## src/rtl/assert_macros.svh

```systemverilog
// assertion macros used by the top-level rtl file
`ifndef ASSERT_MACROS_SVH
`define ASSERT_MACROS_SVH

// checked property, muted while the given active-low reset is asserted
`define ASSERT_RST(lbl, clk, rst_n, prop, msg) \
	lbl: assert property (@(posedge clk) disable iff (!rst_n) (prop)) else $error(msg);

// checked property with no reset qualification
`define ASSERT_ALWAYS(lbl, clk, prop, msg) \
	lbl: assert property (@(posedge clk) (prop)) else $error(msg);

`endif

```

## src/rtl/fsp_pkg.sv

```systemverilog
// types and constants for the four-step phase extractor
`default_nettype none

package fsp_pkg;

	localparam int CORDIC_STEPS = 32;
	localparam int PRE_SHIFT    = 24;
	localparam int Z_BITS       = 32;
	localparam int PHASE_BITS   = 16;

	localparam logic [Z_BITS-1:0] HALF_PI_Q30 = 32'd1686629713;

	// atan(2^-i) in q30, truncated
	localparam logic [Z_BITS-1:0] ATAN_Q30 [0:CORDIC_STEPS-1] = '{
		32'h3243F6A8, 32'h1DAC6705, 32'h0FADBAFC, 32'h07F56EA6,
		32'h03FEAB76, 32'h01FFD55B, 32'h00FFFAAA, 32'h007FFF55,
		32'h003FFFEA, 32'h001FFFFD, 32'h000FFFFF, 32'h0007FFFF,
		32'h0003FFFF, 32'h0001FFFF, 32'h0000FFFF, 32'h00007FFF,
		32'h00003FFF, 32'h00001FFF, 32'h00000FFF, 32'h000007FF,
		32'h000003FF, 32'h000001FF, 32'h000000FF, 32'h0000007F,
		32'h0000003F, 32'h0000001F, 32'h0000000F, 32'h00000008,
		32'h00000004, 32'h00000002, 32'h00000001, 32'h00000000
	};

	typedef struct packed {
		logic neg;
		logic n_zero;
		logic d_zero;
	} lane_flags_t;

	typedef struct packed {
		logic signed [Z_BITS-1:0] z;
		lane_flags_t              flags;
	} lane_res_t;

endpackage

`default_nettype wire

```

## src/rtl/fsp_merge.sv

```systemverilog
// clamp, round, sign and saturate both lanes into the result register
`default_nettype none

module fsp_merge import fsp_pkg::*; #(
	parameter int PHASE_FRAC_BITS = 14
) (
	input  wire logic                   clk,
	input  wire logic                   en,
	input  wire lane_res_t              res_h,
	input  wire lane_res_t              res_v,
	output logic signed [PHASE_BITS-1:0] phase_h_q,
	output logic signed [PHASE_BITS-1:0] phase_v_q,
	output logic                        undef_h_q,
	output logic                        undef_v_q
);

	localparam int          RND_SHIFT = 30 - PHASE_FRAC_BITS;
	localparam logic [32:0] HALF_LSB  = (RND_SHIFT == 0) ? 33'd0 : (33'd1 << (RND_SHIFT - 1));
	localparam logic signed [32:0] PMAX = 33'sd32767;
	localparam logic signed [32:0] PMIN = -33'sd32768;

	function automatic logic signed [PHASE_BITS-1:0] finish(lane_res_t r);
		logic [32:0]        zc;
		logic [32:0]        rnd;
		logic signed [32:0] p;
		// clamp to 0 .. pi/2, vertical case takes pi/2 directly
		if (r.flags.d_zero)
			zc = {1'b0, HALF_PI_Q30};
		else if (r.z < 0)
			zc = '0;
		else if (r.z > signed'({1'b0, HALF_PI_Q30[Z_BITS-2:0]}))
			zc = {1'b0, HALF_PI_Q30};
		else
			zc = {1'b0, r.z};
		rnd = (zc + HALF_LSB) >> RND_SHIFT;
		if (r.flags.n_zero)
			p = '0;
		else if (r.flags.neg)
			p = -signed'(rnd);
		else
			p = signed'(rnd);
		if (p > PMAX)
			p = PMAX;
		else if (p < PMIN)
			p = PMIN;
		return p[PHASE_BITS-1:0];
	endfunction

	always_ff @(posedge clk) begin
		if (en) begin
			phase_h_q <= finish(res_h);
			phase_v_q <= finish(res_v);
			undef_h_q <= res_h.flags.n_zero & res_h.flags.d_zero;
			undef_v_q <= res_v.flags.n_zero & res_v.flags.d_zero;
		end
	end

endmodule

`default_nettype wire

```

## config.mk

```make
export PLATFORM = sky130hd
export DESIGN_NAME = fsp_merge
export DESIGN_NICKNAME = d
export VERILOG_FILES = /design/src/rtl/assert_macros.svh /design/src/rtl/fsp_pkg.sv /design/src/rtl/fsp_merge.sv
export SDC_FILE = /design/constraint.sdc
export NUM_CORES = 1
export LEC_CHECK = 0
export BUFFER_PORTS_ARGS = -buffer_cell sky130_fd_sc_hd__buf_2
export CAP_MARGIN = 25
export CORE_ASPECT_RATIO = 0.7
export CORE_MARGIN = 5
export CORE_UTILIZATION = 25
export CTS_CLUSTER_DIAMETER = 200
export DETAILED_ROUTE_END_ITERATION = 8
export GPL_TIMING_DRIVEN = 0
export SLEW_MARGIN = 30
export SYNTH_ARGS = -nofsm -noshare
export SYNTH_HDL_FRONTEND = slang
export SYNTH_SLANG_ARGS = --single-unit
```

## constraint.sdc

```tcl
create_clock -name clk -period 11.1 [get_ports clk]
set_input_delay 0.555 -clock clk [delete_from_list [all_inputs] [get_ports clk]]
set_output_delay 0.555 -clock clk [all_outputs]
set_load 0.05 [all_outputs]
```

# After elaboration in Yosys (flattened, before gate mapping)
# Index checks and enable logic that the tools add are counted.
word_totals:
  regBits: 34
  in_bits: 72
  output_inout_bits: 34
  elab_cells: 34
classes:
  add_sub_neg: 4
  order_cmp: 8
  muxes: 16
  bitwise_logic: 2
ops:
  columns: ["op", "count"]
  rows:
  - ["$mux W33", 8]
  - ["$mux W32", 6]
  - ["$add A33 B16 Y33 const B", 2]
  - ["$gt A33 B16 Y1 const B", 2]
  - ["$lt A33 B16 Y1 const B", 2]
  - ["$neg A17 Y33", 2]
  - ["$gt A32 B32 Y1 const B", 2]
  - ["$lt A32 B1 Y1 const B", 2]
  - ["$mux W16", 2]
  - ["$and A1 B1 Y1", 2]

# Depth between registers and ports, before layout
logic_depth:
  word_depth: 12
  depth_mapped: 22
  ltp_nobuf: 19

# Worst setup path before layout
# Ideal clock, no wire load.
synth_timing:
  kind: "input -> register"
  from: "in res_v[25] (netlist name)"
  to: "reg phase_v_q[10] (data pin)"
  arrival_time_ns: 4.785
  path_slack_ns: 6.049
  cell_stages: 20
  n_path_buf: 1
  path_cell_list: "nor4_2 > nand2_1 > nor4_2 > mux2i_1 > a21o_1 > a21o_1 > ha_1 > nand4b_1 > nor3_1 > nand3_1 > xor2_1 > a21oi_1 > or2_2 > nor4_1 > ha_1 > nor2b_1 > o41ai_1 > a31o_2 > clkbuf_1 > o21ai_0"
synth_via:
  elab_chain_cells: 12
synth_lines:
  columns: ["item", "line_no", "text"]
  rows:
  - ["start, declared", "fsp_merge.sv:10", "input wire lane_res_t res_v,"]
  - ["$gt A32 B32 Y1", "fsp_merge.sv:31", "else if (r.z > signed'({1'b0, HALF_PI_Q30[Z_BITS-2:0]}))"]
  - ["$mux W32", "fsp_merge.sv:31", null]
  - ["$mux W32 (*)", "fsp_merge.sv:29", "else if (r.z < 0)"]
  - ["$mux W32 (*)", "fsp_merge.sv:27", "if (r.flags.d_zero)"]
  - ["$mux W33 (*)", "fsp_merge.sv:50", "if (en) begin"]
  - ["$add A33 B16 Y33 (*)", "fsp_merge.sv:35", "rnd = (zc + HALF_LSB) >> RND_SHIFT;"]
  - ["$neg A17 Y33", "fsp_merge.sv:39", "p = -signed'(rnd);"]
  - ["$mux W33 (*)", "fsp_merge.sv:38", "else if (r.flags.neg)"]
  - ["$mux W33 (*)", "fsp_merge.sv:36", "if (r.flags.n_zero)"]
  - ["$mux W33 (*)", "fsp_merge.sv:50", null]
  - ["$lt A33 B16 Y1", "fsp_merge.sv:44", "else if (p < PMIN)"]
  - ["$mux W16", "fsp_merge.sv:44", null]
  - ["end signal, assigned", "fsp_merge.sv:52", "phase_v_q <= finish(res_v);"]
  - ["end, declared", "fsp_merge.sv:12", "output logic signed [PHASE_BITS-1:0] phase_v_q,"]
# Every way passes the cells marked *; elsewhere a longest branch is shown, timed or not. The select of a mux whose other input is x is not followed.
# A chain may end at the register's enable or synchronous reset.

# Worst setup path in the final report
layout_timing:
  from: "in res_v[25] (netlist name)"
  to: "reg phase_v_q[11] (data pin)"
# The elaborated chain is that of the path after synthesis.

==> run_results.csv <==
group,metric,value,unit
status,status,"complete, no violations",
cts,cts_num_sinks,34,
critical_path,crit_type,"input port to flip-flop",
timing,fin_crit_sh,56.91,%
power,sequentialPowerShare,33.9,%
hold_path,hold_class,"input port to flip-flop",
place,place_ws,4.668,ns
logic_synthesis,syn_inst,469,
floorplan,ioPinCount,106,
global_routing,gr-total-overflow,0,
critical_path,startpoint_type,"input port",
critical_path,max_stage_delay,0.61,ns
critical_path,crit_chain,"buf_2 -> nor4_2 -> nand2_1 -> nor4_2 -> mux2i_1 -> a21o_1 -> a21o_1 -> ha_1 -> nand4b_1 -> nor3_1 -> nand3_1 -> xor2_1 -> a21oi_1 -> or2_2 -> nor4_1 -> ha_1 -> nor2b_1 -> o41ai_1 -> a31o_2 -> clkbuf_1 -> o21ai_0",
timing,fin_hold_ws,0.6209,ns
layout,syn_to_final_growth,23.76,%
place,gp_congestion,0.8979,
routing,wl_per_cell,15.66,um
critical_path,cp-end-kind,"flip-flop",
cts,clockBufferDepth,2,
critical_path,cp_max_fo,10,
layout,fillerInstances,1623,
floorplan,dieHeight,112.1,um
timing,slew_viol_final,0,
timing,fin_tns_setup,0,ns
cts,cts-htree-levels,2,
timing,max_freq,158.3,MHz
layout,instances_no_fill,772,
logic_synthesis,synth_ff_type,"edfxtp_1",
routing,vias,4066,
layout,num-nets-final,654,
logic_synthesis,syn_area_per_cell,7.937,um^2
power,power.switching,0.1807,mW
place,placed_cell_area,0.004466,mm^2
power,p_int,0.2936,mW
logic_synthesis,ys_warn_count,0,
power,power,0.4743,mW
routing,drc,0,
floorplan,floorplan.core_area,0.01463,mm^2
critical_path,slowest_stage,"mux2i_1",
cts,root_buffer,"clkbuf_16",
power,p_clk_share,28.5,%
cts,cts_tree,"done",
power,combinationalPowerShare,37.7,%
global_routing,grt_antenna_before_repair,0,
layout,final_cell_mix,"buf_2, nor2_1, o21ai_0",
floorplan,initial_core_util,25.44,%
critical_path,required,11.08,ns
power,powerDensity,103.0,mW/mm^2
floorplan,die-area,0.01747,mm^2
cts,postCtsHoldBufs,0,
timing,setup_ws,4.783,ns
place,portBuffers,99,
timing,setup_viol,0,
routing,ant_nets,0,
global_routing,grt.total_usage,13.30,%
place,dp_cells,764,
layout,diodes,0,
logic_synthesis,synth_edf_count,34,
timing,maxSlewHeadroom,45.29,%
timing,tightest_slew,0.8207,ns
logic_synthesis,ys_types,71,
layout,final_area,0.004607,mm^2
logic_synthesis,yosys_register_bits,34,
logic_synthesis,yosysSeqAreaShare,27.43,%
routing,viasPerCell,5.267,
logic_synthesis,synthArstFlopShare,0,%
routing,dr.pass1.iters,5,
power,ir_worst_vdd,0.03858,mV
layout,utilization,31.49,%
routing,routed_wl,12090,um
global_routing,grt_max_degree,35,
timing,rsz0062_at_grt,"false",
cts,post-cts-setup-buffers,0,
layout,drive_gt1_share,21.66,%
cts,numCtsBuffers,5,
power,swShare,38.10,%
global_routing,grt_pass1_wl,19160,um
place,dp_hpwl,9834,um
critical_path,crit_arrival,6.30,ns
global_routing,grt_pass1_vias,3676,
timing,hold_viol_final,0,
floorplan,rows,37,
cts,ctsResizeCount,0,
job,drv_cap,0,
floorplan,fp.dieW,155.8,um
power,power.static_leakage,1.783,nW
routing,first_iter_violations,358,
cts,path_clk_slew,0.05,ns
layout,layout_commonest_cell,"buf_2",
timing,post-route-min-period,6.317,ns
logic_synthesis,synthesis.area,0.003722,mm^2
routing by layer:
layer  track usage (%)  part of all wire (%)  routed length, um
met1             21.59                    51               6166
met2             17.88                    39               4712
met3             3.083                   9.5               1146
met4             1.749                  0.55                 67
met5                 0                     0                  0
final timing paths:
path / from / endpoint / slack (ns) / cells after the start
setup / recovery: res_v[25] / phase_v_q[11] / 4.78 / 21
hold / removal: res_v[1] / phase_v_q[15] / 0.62 / 2
power by group through the flow:
stage	registers (mW)	clock network, mW	logic (mW)
floorplan	0.207	0	0.0784
global placement	0.163	0	0.177
detailed placement	0.163	0	0.177
CTS	0.161	0.139	0.178
global route	0.162	0.148	0.195
finish	0.161	0.135	0.179
cell families (layout without fill, tap and decap cells):
| family | after synthesis | in the layout | share of synthesized area [%] |
|---|---|---|---|
| simple gates | 193 | 193 | 28.57 |
| compound gates | 151 | 151 | 27.43 |
| buf+inv | 42 | 149 | 4.537 |
| xor+xnor | 41 | 41 | 9.647 |
| flops | 34 | 34 | 27.43 |
| fa+ha+maj | 6 | 6 | 2.017 |
| other cells | 1 | 2 | 0.1007 |
| mux | 1 | 1 | 0.2689 |
critical path: cells and delay by family:
family                   cells  cell delay, ns
multiplexers                 1            0.61
XOR/XNOR                     1            0.25
AO/OA/AOI/OAI                6            1.28
AND/OR/NAND/NOR              9            2.52
buffers and inverters        2            0.48
adder cells (fa/ha/maj)      2            0.59
sequential cells by signal, indices dropped and copies added, names as in the netlist:
| name | flops |
|---|---|
| phase_h_q | 16 |
| phase_v_q | 16 |
| undef_h_q | 1 |
| undef_v_q | 1 |
cell type report:
type | instances | area [um^2] | share of cell area (%)
buffer | 24 | 101.3 | 2.200
clock buffer | 5 | 125.1 | 2.716
clock inverter | 3 | 16.27 | 0.3531
inverter | 18 | 67.56 | 1.467
multi-input combinational | 394 | 2536 | 55.05
sequential | 34 | 1021 | 22.16
tap | 195 | 244.0 | 5.296
timing repair buffer | 99 | 495.5 | 10.76
Yosys cell counts, types with 4 or more instances:
library cell	instances	area share, %
o311a_1	4	1.1
nand2b_1	4	0.67
nor3b_1	4	0.81
and2_1	4	0.67
ha_1	6	2.0
nor2_1	51	5.1
nor4b_1	4	0.94
nand3_1	13	1.7
or2_2	4	0.67
nand4_1	10	1.7
edfxtp_1	34	27
xor2_1	18	4.2
xnor2_1	23	5.4
and3_1	12	2.0
and4_1	4	0.94
nor4_1	6	1.0
a211oi_1	6	1.2
a31oi_1	9	1.5
nor3_1	16	2.2
o21ai_0	51	6.9
o31ai_1	6	1.2
a211o_1	5	1.2
a21o_1	8	1.6
nand2_1	30	3.0
nor2b_1	8	1.3
o211ai_1	8	1.6
a21oi_1	15	2.0
o21a_1	5	1.0
inv_1	17	1.7
clkbuf_1	20	2.0
(Power assumes the default switching activity.)
